### src/rtl/core/hsv_to_rgb_converter_assert.svh
`ifndef HSV_TO_RGB_CONVERTER_ASSERT_SVH
`define HSV_TO_RGB_CONVERTER_ASSERT_SVH

// Check that holds outside reset.
`define HSV_ASSERT(lbl, prop, msg) \
  lbl: assert property (@(posedge clk_i) disable iff (!rst_ni) (prop)) else $error(msg);

// Check that also holds while reset is asserted.
`define HSV_ASSERT_RST(lbl, prop, msg) \
  lbl: assert property (@(posedge clk_i) (prop)) else $error(msg);

`endif

### src/rtl/core/hsv2rgb_pkg.sv
package hsv2rgb_pkg;

  localparam int unsigned PctW    = 7;
  localparam int unsigned HueW    = 10;
  localparam int unsigned OffsW   = 6;
  localparam int unsigned QHueW   = 5;
  localparam int unsigned SvW     = 14;
  // Channel numerators in units of 1/600000 of full scale
  localparam int unsigned XW      = 20;
  localparam int unsigned CfgIdxW = 2;

  localparam int unsigned FifoDepth = 4;
  localparam int unsigned FifoPtrW  = 2;

  localparam logic [PctW-1:0] PctMax = 7'd100;

  // hue / 60 == (hue * 1093) >> 16 for every 10-bit hue
  localparam logic [10:0]  Hue60Recip = 11'd1093;
  localparam int unsigned  Hue60Shift = 16;

  // 600000 = 64 * 9375; half of 600000 over 64, rounded down
  localparam int unsigned DivC       = 9375;
  localparam int unsigned RoundC     = 4687;
  localparam int unsigned RoundShift = 6;

  localparam int unsigned NvScale  = 6000;
  localparam int unsigned NminStep = 60;

  typedef enum logic [CfgIdxW-1:0] {
    CfgSaturation = 2'd0,
    CfgBrightness = 2'd1
  } cfg_idx_e;

  typedef enum logic [2:0] {
    SecRedYel = 3'd0,
    SecYelGrn = 3'd1,
    SecGrnCyn = 3'd2,
    SecCynBlu = 3'd3,
    SecBluMag = 3'd4,
    SecMagRed = 3'd5
  } sector_e;

  typedef struct packed {
    sector_e          sector;
    logic [OffsW-1:0] offs;
  } item_t;

endpackage

### src/rtl/core/hsv2rgb_front.sv
module hsv2rgb_front import hsv2rgb_pkg::*; (
  input  logic            clk_i,
  input  logic            rst_ni,
  input  logic            push_i,
  input  logic [HueW-1:0] hue_deg_i,
  output logic            full_o,
  input  logic            fifo_full_i,
  output logic            fifo_push_o,
  output item_t           fifo_item_o
);

  logic [HueW+10:0]  hmul;
  logic [QHueW-1:0]  q60;
  logic [HueW-1:0]   q60x;
  logic [HueW-1:0]   offs_full;
  logic [QHueW-1:0]  sec_raw;
  item_t             item_d;
  item_t             fr_item_q;
  logic              fr_valid_q, fr_valid_d;
  logic              accept;

  always_comb begin
    hmul      = (HueW+11)'(hue_deg_i) * (HueW+11)'(Hue60Recip);
    q60       = hmul[Hue60Shift +: QHueW];
    // 60*q as 64*q - 4*q; wraps harmlessly, true product stays below 1024
    q60x      = (HueW'(q60) << 6) - (HueW'(q60) << 2);
    offs_full = hue_deg_i - q60x;
    if (q60 >= QHueW'(12)) begin
      sec_raw = q60 - QHueW'(12);
    end else if (q60 >= QHueW'(6)) begin
      sec_raw = q60 - QHueW'(6);
    end else begin
      sec_raw = q60;
    end
    item_d.sector = sector_e'(sec_raw[2:0]);
    item_d.offs   = offs_full[OffsW-1:0];
  end

  assign fifo_push_o = fr_valid_q && !fifo_full_i;
  assign full_o      = fr_valid_q && fifo_full_i;
  assign fifo_item_o = fr_item_q;
  assign accept      = push_i && !full_o;

  always_comb begin
    fr_valid_d = fr_valid_q;
    if (accept) begin
      fr_valid_d = 1'b1;
    end else if (fifo_push_o) begin
      fr_valid_d = 1'b0;
    end
  end

  always_ff @(posedge clk_i or negedge rst_ni) begin
    if (!rst_ni) begin
      fr_valid_q <= 1'b0;
    end else begin
      fr_valid_q <= fr_valid_d;
    end
  end

  always_ff @(posedge clk_i) begin
    if (accept) begin
      fr_item_q <= item_d;
    end
  end

endmodule

### src/rtl/core/hsv2rgb_fifo.sv
module hsv2rgb_fifo import hsv2rgb_pkg::*; (
  input  logic  clk_i,
  input  logic  rst_ni,
  input  logic  push_i,
  input  item_t item_i,
  output logic  full_o,
  input  logic  pop_i,
  output logic  empty_o,
  output item_t item_o
);

  item_t               mem_q [FifoDepth];
  logic [FifoPtrW-1:0] wr_ptr_q, rd_ptr_q;
  logic [FifoPtrW:0]   count_q;

  assign full_o  = (count_q == (FifoPtrW+1)'(FifoDepth));
  assign empty_o = (count_q == '0);
  assign item_o  = mem_q[rd_ptr_q];

  always_ff @(posedge clk_i or negedge rst_ni) begin
    if (!rst_ni) begin
      wr_ptr_q <= '0;
      rd_ptr_q <= '0;
      count_q  <= '0;
    end else begin
      if (push_i) begin
        wr_ptr_q <= wr_ptr_q + 1'b1;
      end
      if (pop_i) begin
        rd_ptr_q <= rd_ptr_q + 1'b1;
      end
      if (push_i && !pop_i) begin
        count_q <= count_q + 1'b1;
      end else if (pop_i && !push_i) begin
        count_q <= count_q - 1'b1;
      end
    end
  end

  always_ff @(posedge clk_i) begin
    if (push_i) begin
      mem_q[wr_ptr_q] <= item_i;
    end
  end

endmodule

### src/rtl/core/hsv2rgb_back.sv
`include "hsv_to_rgb_converter_assert.svh"

module hsv2rgb_back import hsv2rgb_pkg::*; #(
  parameter int unsigned OUT_FRAC_BITS
) (
  input  logic                   clk_i,
  input  logic                   rst_ni,
  input  logic [PctW-1:0]        sat_pct_i,
  input  logic [PctW-1:0]        bri_pct_i,
  input  logic                   fifo_empty_i,
  input  item_t                  fifo_item_i,
  output logic                   fifo_pop_o,
  input  logic                   pop_i,
  output logic                   empty_o,
  output logic [OUT_FRAC_BITS:0] red_frac_o,
  output logic [OUT_FRAC_BITS:0] green_frac_o,
  output logic [OUT_FRAC_BITS:0] blue_frac_o
);

  localparam int unsigned QW  = OUT_FRAC_BITS + 1;
  localparam int unsigned YW  = OUT_FRAC_BITS + 14;
  localparam int unsigned MW  = OUT_FRAC_BITS + 1;
  localparam int unsigned PW  = YW + MW;
  localparam int unsigned CW  = QW + 14;
  localparam int unsigned ShW = OUT_FRAC_BITS - RoundShift;
  localparam longint unsigned RecipFull = (64'd1 << YW) / 64'(DivC);
  localparam logic [MW-1:0] RecipM  = MW'(RecipFull);
  localparam logic [QW-1:0] CodeOne = QW'(1) << OUT_FRAC_BITS;

  logic [PctW-1:0] sat_c, bri_c;
  logic [SvW-1:0]  sv_d, sv_q;
  logic [XW-1:0]   nv_d, nv_q, nmin_d, nmin_q;

  logic [XW-1:0]   na, ninc, ndec;
  logic [2:0][XW-1:0] x1_d, x1_q;
  logic [2:0][YW-1:0] y2_d, y2_q;
  logic [2:0][QW-1:0] q02_d, q02_q;
  logic [2:0][YW-1:0] rem_s;
  logic [2:0][QW-1:0] out_d, out_q;
  logic v1_q, v2_q, v3_q;
  logic adv;

  // Settings-derived terms, refreshed every cycle
  always_comb begin
    sat_c  = (sat_pct_i > PctMax) ? PctMax : sat_pct_i;
    bri_c  = (bri_pct_i > PctMax) ? PctMax : bri_pct_i;
    sv_d   = SvW'(sat_c) * SvW'(bri_c);
    nv_d   = XW'(bri_c) * XW'(NvScale);
    nmin_d = nv_d - XW'(sv_d) * XW'(NminStep);
  end

  always_ff @(posedge clk_i) begin
    sv_q   <= sv_d;
    nv_q   <= nv_d;
    nmin_q <= nmin_d;
  end

  assign adv        = !v3_q || pop_i;
  assign fifo_pop_o = adv && !fifo_empty_i;
  assign empty_o    = !v3_q;

  // Stage 1: ramp term and sector routing
  always_comb begin
    na   = XW'(sv_q) * XW'(fifo_item_i.offs);
    ninc = nmin_q + na;
    ndec = nv_q - na;
    unique case (fifo_item_i.sector)
      SecRedYel: x1_d = {nmin_q, ninc,   nv_q};
      SecYelGrn: x1_d = {nmin_q, nv_q,   ndec};
      SecGrnCyn: x1_d = {ninc,   nv_q,   nmin_q};
      SecCynBlu: x1_d = {nv_q,   ndec,   nmin_q};
      SecBluMag: x1_d = {nv_q,   nmin_q, ninc};
      default:   x1_d = {ndec,   nmin_q, nv_q};
    endcase
  end

  // Stages 2 and 3: divide by 600000 with rounding, per channel
  for (genvar c = 0; c < 3; c++) begin : g_ch
    logic [PW-1:0] prod;
    logic [CW-1:0] back_prod;

    always_comb begin
      y2_d[c]   = {x1_q[c], {ShW{1'b0}}} + YW'(RoundC);
      prod      = PW'(y2_d[c]) * PW'(RecipM);
      q02_d[c]  = prod[YW +: QW];
      back_prod = CW'(q02_q[c]) * CW'(DivC);
      rem_s[c]  = y2_q[c] - back_prod[YW-1:0];
      // estimate is low by at most one
      out_d[c]  = q02_q[c] + QW'(rem_s[c] >= YW'(DivC));
    end
  end

  always_ff @(posedge clk_i or negedge rst_ni) begin
    if (!rst_ni) begin
      v1_q <= 1'b0;
      v2_q <= 1'b0;
      v3_q <= 1'b0;
    end else if (adv) begin
      v1_q <= !fifo_empty_i;
      v2_q <= v1_q;
      v3_q <= v2_q;
    end
  end

  always_ff @(posedge clk_i) begin
    if (adv) begin
      x1_q  <= x1_d;
      y2_q  <= y2_d;
      q02_q <= q02_d;
      out_q <= out_d;
    end
  end

  assign red_frac_o   = out_q[0];
  assign green_frac_o = out_q[1];
  assign blue_frac_o  = out_q[2];

  `HSV_ASSERT(a_code_range, v3_q |-> (out_q[0] <= CodeOne) && (out_q[1] <= CodeOne) && (out_q[2] <= CodeOne), "channel code above full scale")
  `HSV_ASSERT(a_quot_est, v2_q |-> (rem_s[0] < YW'(2*DivC)) && (rem_s[1] < YW'(2*DivC)) && (rem_s[2] < YW'(2*DivC)), "quotient estimate off by more than one")
  `HSV_ASSERT(a_stall_hold, v3_q && v2_q && !pop_i |=> v3_q && v2_q && $stable(y2_q) && $stable(q02_q), "pipeline moved while output stalled")
  `HSV_ASSERT_RST(a_reset_empty, !rst_ni |=> !v1_q && !v2_q && !v3_q, "pipeline holds an item in reset")

endmodule

### src/rtl/core/hsv_to_rgb_converter.sv
// HSV to RGB converter: each hue in degrees (wrapping modulo 360) becomes red, green and
// blue codes with OUT_FRAC_BITS fraction bits, where 2^OUT_FRAC_BITS means 1.0, rounded
// to nearest with ties up, using the saturation and brightness percentages in config
// registers 0 and 1 (values above 100 act as 100). One item per clock is taken and
// delivered while pop keeps up; the rate is set by the three-stage conversion pipeline,
// which advances whenever its output register is free or being popped. A taken item passes
// the hue classifier register, then an entry of the four-entry queue, then the pipeline's
// ramp, quotient-estimate and result registers before its result appears. Change the
// registers only while no item is in flight.
module hsv_to_rgb_converter import hsv2rgb_pkg::*; #(
  parameter int unsigned OUT_FRAC_BITS = 12
) (
  input  logic                   clk_i,
  input  logic                   rst_ni,
  input  logic                   push,
  output logic                   full,
  input  logic [HueW-1:0]        hue_deg_i,
  output logic                   empty,
  input  logic                   pop,
  output logic [OUT_FRAC_BITS:0] red_frac_o,
  output logic [OUT_FRAC_BITS:0] green_frac_o,
  output logic [OUT_FRAC_BITS:0] blue_frac_o,
  input  logic                   cfg_valid_i,
  output logic                   cfg_ready_o,
  input  logic [CfgIdxW-1:0]     cfg_index_i,
  input  logic [PctW-1:0]        cfg_data_i
);

  logic [PctW-1:0] sat_q, bri_q;
  logic            fifo_full, fifo_push, fifo_empty, fifo_pop;
  item_t           front_item, head_item;

  assign cfg_ready_o = 1'b1;

  always_ff @(posedge clk_i or negedge rst_ni) begin
    if (!rst_ni) begin
      sat_q <= PctMax;
      bri_q <= PctMax;
    end else if (cfg_valid_i) begin
      unique case (cfg_index_i)
        CfgSaturation: sat_q <= cfg_data_i;
        CfgBrightness: bri_q <= cfg_data_i;
        default: ; // drop writes to unused indexes
      endcase
    end
  end

  hsv2rgb_front u_front (
    .clk_i       (clk_i),
    .rst_ni      (rst_ni),
    .push_i      (push),
    .hue_deg_i   (hue_deg_i),
    .full_o      (full),
    .fifo_full_i (fifo_full),
    .fifo_push_o (fifo_push),
    .fifo_item_o (front_item)
  );

  hsv2rgb_fifo u_fifo (
    .clk_i   (clk_i),
    .rst_ni  (rst_ni),
    .push_i  (fifo_push),
    .item_i  (front_item),
    .full_o  (fifo_full),
    .pop_i   (fifo_pop),
    .empty_o (fifo_empty),
    .item_o  (head_item)
  );

  hsv2rgb_back #(
    .OUT_FRAC_BITS (OUT_FRAC_BITS)
  ) u_back (
    .clk_i        (clk_i),
    .rst_ni       (rst_ni),
    .sat_pct_i    (sat_q),
    .bri_pct_i    (bri_q),
    .fifo_empty_i (fifo_empty),
    .fifo_item_i  (head_item),
    .fifo_pop_o   (fifo_pop),
    .pop_i        (pop),
    .empty_o      (empty),
    .red_frac_o   (red_frac_o),
    .green_frac_o (green_frac_o),
    .blue_frac_o  (blue_frac_o)
  );

endmodule
### config.mk
export PLATFORM = sky130hd
export DESIGN_NAME = hsv_to_rgb_converter
export DESIGN_NICKNAME = d
export VERILOG_FILES = /design/src/rtl/core/hsv2rgb_pkg.sv /design/src/rtl/core/hsv2rgb_front.sv /design/src/rtl/core/hsv2rgb_fifo.sv /design/src/rtl/core/hsv2rgb_back.sv /design/src/rtl/core/hsv_to_rgb_converter.sv
export VERILOG_INCLUDE_DIRS = /design/src /design/src/rtl/core
export SDC_FILE = /design/constraint.sdc
export NUM_CORES = 2
export LEC_CHECK = 0
export ABC_AREA = 1
export BUFFER_PORTS_ARGS = -buffer_cell sky130_fd_sc_hd__buf_2
export CAP_MARGIN = 20
export CELL_PAD_IN_SITES_DETAIL_PLACEMENT = 1
export CELL_PAD_IN_SITES_GLOBAL_PLACEMENT = 1
export CORE_MARGIN = 3
export CORE_UTILIZATION = 35
export CTS_BUF_LIST = sky130_fd_sc_hd__clkbuf_2
export DETAILED_ROUTE_END_ITERATION = 10
export PLACE_DENSITY = 0.68
export SLEW_MARGIN = 20
export SYNTH_ARGS = -nofsm -noshare
export SYNTH_HDL_FRONTEND = slang
export SYNTH_SLANG_ARGS = --single-unit
### constraint.sdc
create_clock -name clk_i -period 11.2 [get_ports clk_i]
set_input_delay 1.12 -clock clk_i [delete_from_list [all_inputs] [get_ports clk_i]]
set_output_delay 1.12 -clock clk_i [all_outputs]
set_load 0.1 [all_outputs]
Word-level counts from Yosys, hierarchy flattened
Memory sizes are Yosys's and may differ from the RTL's.
Cells that the tools add are included.
{"block": "totals", "latchBits": 0, "word_cells": 102, "out_inout_bits": 42, "memories": 1, "register_bits": 300, "ram_bits": 36, "rom_bits": 0}
{"memory": "u_fifo.mem_q", "depth": 4, "word_bits": 9, "rd": 1, "rd_ports_with_merged_regs": 0, "wr": 1, "line_no": "hsv2rgb_fifo.sv:12", "source": "item_t mem_q [FifoDepth];"}
{"block": "classes", "multipliers": 11, "muxes": 11, "n_eq_ne": 6, "order_cmp": 7, "div": 0, "n_shift": 0, "add_sub_neg": 20, "bitwise": 0, "reduce_logical": 20}
{"cell": "$pmux 60 s5", "n": 1}
{"cell": "$mul 26x12->38 const B", "n": 3}
{"cell": "$add 26x13->26 const B", "n": 3}
{"cell": "$ge 26x14->1 const B", "n": 3}
{"cell": "$mul 13x14->26 const B", "n": 3}
{"cell": "$sub 26x26->26", "n": 3}
{"cell": "$sub 20x20->20", "n": 2}
{"cell": "$add 13x1->13", "n": 3}
{"cell": "$mul 10x11->21 const B", "n": 1}
{"cell": "$add 20x20->20", "n": 1}
{"cell": "$mul 14x6->20", "n": 1}
{"cell": "$mul 14x4->18 const B", "n": 1}
{"cell": "$mul 7x9->16 const B", "n": 1}
{"cell": "$gt 7x7->1 const B", "n": 2}
{"cell": "$mul 7x7->14", "n": 1}
{"cell": "$mux 7", "n": 2}
{"cell": "$mux 3", "n": 4}
{"cell": "$eq 3x2->1 const B", "n": 2}
{"cell": "$eq 3x3->1 const B", "n": 2}
{"cell": "$logic_and 1x1->1", "n": 6}
{"cell": "$logic_not 1->1", "n": 6}
{"cell": "$logic_not 3->1", "n": 2}
{"cell": "$sub 1x6->6 const A", "n": 1}
{"cell": "$sub 3x3->3 const B", "n": 2}
{"cell": "13 further kinds", "n": 19}

Depth between registers and ports, before layout
{"block": "logic_depth", "word_depth": 7, "ltp_mapped": 47}

Cells and area by module
From an unflattened synthesis, not the netlist that was laid out.
{"block": "hier_totals", "cells_unflattened": 6314, "area_unflattened_um2": 53289.9}
{"mod": "hsv2rgb_back", "area_per_inst_um2": 48879.4, "instances": 1, "cells_per_inst": 5848, "seq_area_each_um2": 6941.7}
{"mod": "hsv2rgb_fifo", "area_per_inst_um2": 1920.6, "instances": 1, "cells_per_inst": 152, "seq_area_each_um2": 1256.2}
{"mod": "hsv2rgb_front", "area_per_inst_um2": 1858.0, "instances": 1, "cells_per_inst": 249, "seq_area_each_um2": 295.3}
{"mod": "hsv_to_rgb_converter", "area_per_inst_um2": 631.9, "instances": 1, "cells_per_inst": 65, "seq_area_each_um2": 357.8}

Worst setup path after synthesis
Ideal clock, no wire load.
{"block": "synth_path", "kind": "input to register", "from": "input pop", "to": "register u_fifo.count_q[1]", "setup_slack_ns": 2.258, "arrival_ns": 8.818, "cell_stages": 8, "required_ns": 11.077, "path_buffers": 1, "setup_ns": 0.123, "path_cell_list": "or2_2 -> clkbuf_1 -> o31ai_1 -> ha_1 -> inv_1 -> fa_1 -> nor2_1 -> a21oi_1"}
{"block": "synth_via", "elab_chain_len": 5}
{"element": "from (decl)", "line_no": "hsv_to_rgb_converter.sv:19", "source": "input logic pop,"}
{"element": "$logic_or 1x1->1 *", "line_no": "hsv2rgb_back.sv:58", "source": "assign adv = !v3_q || pop_i;"}
{"element": "named net u_back.adv", "line_no": "hsv2rgb_back.sv:41", "source": "logic adv;"}
{"element": "$logic_and 1x1->1 *", "line_no": "hsv2rgb_back.sv:59", "source": "assign fifo_pop_o = adv && !fifo_empty_i;"}
{"element": "$logic_not 1->1", "line_no": "hsv2rgb_fifo.sv:32", "source": "if (push_i && !pop_i) begin"}
{"element": "$logic_and 1x1->1", "line_no": "hsv2rgb_fifo.sv:32"}
{"element": "$mux 3 or $reduce_bool 2->1 (tied branches)"}
{"element": "to (signal assigned)", "line_no": "hsv2rgb_fifo.sv:33", "source": "count_q <= count_q + 1'b1;"}
{"element": "to (signal assigned)", "line_no": "hsv2rgb_fifo.sv:35", "source": "count_q <= count_q - 1'b1;"}
{"element": "to (decl)", "line_no": "hsv2rgb_fifo.sv:14", "source": "logic [FifoPtrW:0] count_q;"}
The timed path passes the listed nets; every way through them passes the cells marked *.
A chain may end at the register's enable or synchronous reset.

Worst setup path in the final report
{"block": "layout_path", "from": "register bri_q[0]", "to": "register u_back.nmin_q[19]"}
{"block": "layout_via", "elab_chain_len": 5}
{"element": "from (decl)", "line_no": "hsv_to_rgb_converter.sv:29", "source": "logic [PctW-1:0] sat_q, bri_q;"}
{"element": "from (signal assigned)", "line_no": "hsv_to_rgb_converter.sv:38", "source": "bri_q <= PctMax;"}
{"element": "from (signal assigned)", "line_no": "hsv_to_rgb_converter.sv:42", "source": "CfgBrightness: bri_q <= cfg_data_i;"}
{"element": "$gt 7x7->1", "line_no": "hsv2rgb_back.sv:46", "source": "bri_c = (bri_pct_i > PctMax) ? PctMax : bri_pct_i;"}
{"element": "$mux 7 *", "line_no": "hsv2rgb_back.sv:46"}
{"element": "$mul 7x7->14 *", "line_no": "hsv2rgb_back.sv:47", "source": "sv_d = SvW'(sat_c) * SvW'(bri_c);"}
{"element": "named net u_back.sv_d[7]", "line_no": "hsv2rgb_back.sv:31", "source": "logic [SvW-1:0] sv_d, sv_q;"}
{"element": "$mul 14x4->18 *", "line_no": "hsv2rgb_back.sv:49", "source": "nmin_d = nv_d - XW'(sv_d) * XW'(NminStep);"}
{"element": "$sub 20x20->20 *", "line_no": "hsv2rgb_back.sv:49"}
{"element": "named net u_back.nmin_d[19]", "line_no": "hsv2rgb_back.sv:32", "source": "logic [XW-1:0] nv_d, nv_q, nmin_d, nmin_q;"}
{"element": "to (signal assigned)", "line_no": "hsv2rgb_back.sv:55", "source": "nmin_q <= nmin_d;"}
{"element": "to (decl)", "line_no": "hsv2rgb_back.sv:32"}
Marked as above.

==> flow_summary.ini <==
[sta]
rsz0062_at_grt = no
skew_ps = 125
slew_headroom = 0.286
finalMaxSlewViolations = 0
setup_viol = 0
min_period_ps = 8600
fin_crit_sh = 0.768
worst_pin_slew_ps = 1060
fmax_ghz = 0.116
finalSetupTns_ps = 0
hold_viol = 0

[logic_synthesis]
yosysSeqAreaShare = 0.167
synth_edf_count = 243
async_reset_ff_frac = 0.0794
synth_ff_type = edfxtp_1
synthDistinctLibCells = 65
yosys_warnings = 0
synth_top_area_frac = 0.261
synthesis.nets = 7869
netlist_area_sq_um = 53200
yosysTopAreaCell = fa_1
ys_ff_latch = 315
synth.avg_cell_area_sq_um = 8.35
synthTopCellsByArea = fa_1, ha_1, edfxtp_1
synthCells = 6377

[critical_path]
crit_path_end_kind = flip-flop
crit_fanout = 7
arrival_ps = 9790
start_kind = flip-flop
critical_path_class = reg -> reg
slowest_delay_ps = 520
crit_required_ps = 12390
slowest_stage = fa_1

[global_routing]
first_global_vias = 45800
grt_use_total = 0.192
antenna_found_initial = 5
grt_max_degree = 62
grt_pass1_wl_um = 241000
grt-ovfl-total = 0

[clock_network]
clockBufferDepth = 3
cts_tree = yes
clock_latency_ps = 1330
cts_sinks = 315
numCtsBuffers = 95
postCtsSetupBuffers = 0
clkTransAtPathRegs_ps = 100
cts_root_buf = clkbuf_2
cts_resized = 0
htreeDepth = 3

[route]
via_count = 41300
vias_per_cell = 4.79
detail-route-antenna-nets = 0
wl_per_cell_um = 16.9
drt_iter0_markers = 1479
wl_um = 146000
firstDrtPassIters = 5
post-route-drc-count = 0

[floorplanning]
die_h_um = 396
die_w_um = 396
fp.coreArea_sq_um = 150000
ios = 66
die_area_sq_um = 157000
initial_core_util = 0.354
rows = 142

[cells_and_area]
multi_input_comb_area_sq_um = 38000
mostFrequentLayoutCell = inv_1
final_cell_mix = inv_1, nand2_1, ha_1, fa_1, nor2_1
fin_nets = 8009
fin_area_sq_um = 57000
fillCellCount = 18200
area_growth_pct = 7.11
post-route-util = 0.379
seq_area_sq_um = 8870
final_layout_size_suffix_gt1_frac = 0.0438

[flow_run]
drv_cap = 0

[status]
status = completed

[place]
gp_congestion = 0.890
dp_hpwl_um = 129000
port_buffers = 64
dpl_cell_area_sq_um = 55900

[hold_path]
worstHoldPathType = in -> reg
## path summary, 6_finish.rpt
path / to / cells past startpoint / slack [ps] / from
min: u_front.fifo_item_o[2]$_DFFE_PP_ / 2 / 310 / hue_deg_i[2]
max reg2reg: u_back.nmin_q[19]$_DFF_P_ / 42 / 2600 / bri_q[0]$_DFFE_PN0P_
min reg2reg: u_back.v3_q$_DFFE_PN0P_ / 2 / 450 / u_back.v2_q$_DFFE_PN0P_
min in group asynchronous: u_back.v3_q$_DFFE_PN0P_ / 2 / 440 / rst_ni
max: u_back.nmin_q[19]$_DFF_P_ / 42 / 2600 / bri_q[0]$_DFFE_PN0P_
max in group asynchronous: sat_q[3]$_DFFE_PN0P_ / 2 / 10230 / rst_ni
## synth_stat cells (7+ instances only)
cell,count
edfxtp_1,243
o211ai_1,14
dfxtp_1,47
fa_1,693
buf_2,15
nor3_1,52
dfrtp_1,19
inv_1,1629
xnor2_1,80
o21a_1,9
nand2_1,1251
a21o_1,31
a21oi_1,278
o21ai_0,143
nor2_1,320
nand4_1,73
nand3_1,278
xor2_1,169
inv_2,8
or2_2,14
o21bai_1,26
nor4_1,17
o221ai_1,10
clkbuf_1,13
a31oi_1,9
nand3b_1,39
a21boi_0,7
a22oi_1,15
ha_1,775
## final cells by class
cell class              instances  area share
repair buffers                 80     0.00821
clock inverters                51     0.00645
well taps                    2016      0.0442
diodes                          2   0.0000878
inverters                    1642       0.108
flip-flops and latches        315       0.156
multi-input cells            4383       0.666
clock buffers                 125      0.0110
## stage by stage
step,hold WS (ps),worst slack (ps),cells
global route,164,1820,8614
finish,309,2600,8614
global placement,444,2800,8425
floorplan,420,2260,6377
detailed placement,436,2570,8425
CTS,50.1,2520,8612
## kinds of logic (layout without fill, tap and decap cells)
kind of cell | after synthesis | after routing | share of synthesized area
DFF | 315 | 315 | 0.167
adders and majority gates | 1468 | 1468 | 0.443
buffers and inverters | 1679 | 1898 | 0.120
other | 1 | 3 | 0.0000705
xor gates and xnor gates | 249 | 249 | 0.0410
and+or+nand+nor | 2080 | 2080 | 0.166
AOI/OAI and AO/OA | 585 | 585 | 0.0632
## routing by layer
metal	vias to the layer above	part of all wire	global-route usage
met5	-	0.000089	0
met4	2	0.030	0.0593
met3	183	0.028	0.0209
met2	473	0.49	0.337
met1	20500	0.45	0.246
li1	20200	-	-
## what timing repair did
action,4_1_cts,5_1_grt
endpoints found under the setup margin,0,0
endpoints found under the hold margin,36,0
hold buffers,11,0
## sequential cells by signal, summed over array words and instances (netlist names), 14 cells and up
| name | flops |
|---|---|
| u_back.nmin_q | 17 |
| u_back.nv_q | 16 |
| u_back.q02_q | 39 |
| u_back.sv_q | 14 |
| u_back.x1_q | 60 |
| u_back.y2_q | 60 |
| u_fifo.mem_q | 36 |
## worst max-delay path, delay by kind of cell (launching register included)
family	cells	cell delay, ps
adder cells (fa/ha/maj)	8	3520
AND/OR/NAND/NOR	15	1710
AO/OA/AOI/OAI	7	1480
buffers and inverters	10	890
XOR/XNOR	2	500
flip-flops	1	410
Power is not shown: default switching activity piles up to over one toggle a cycle in this logic, so the estimate is an artifact.
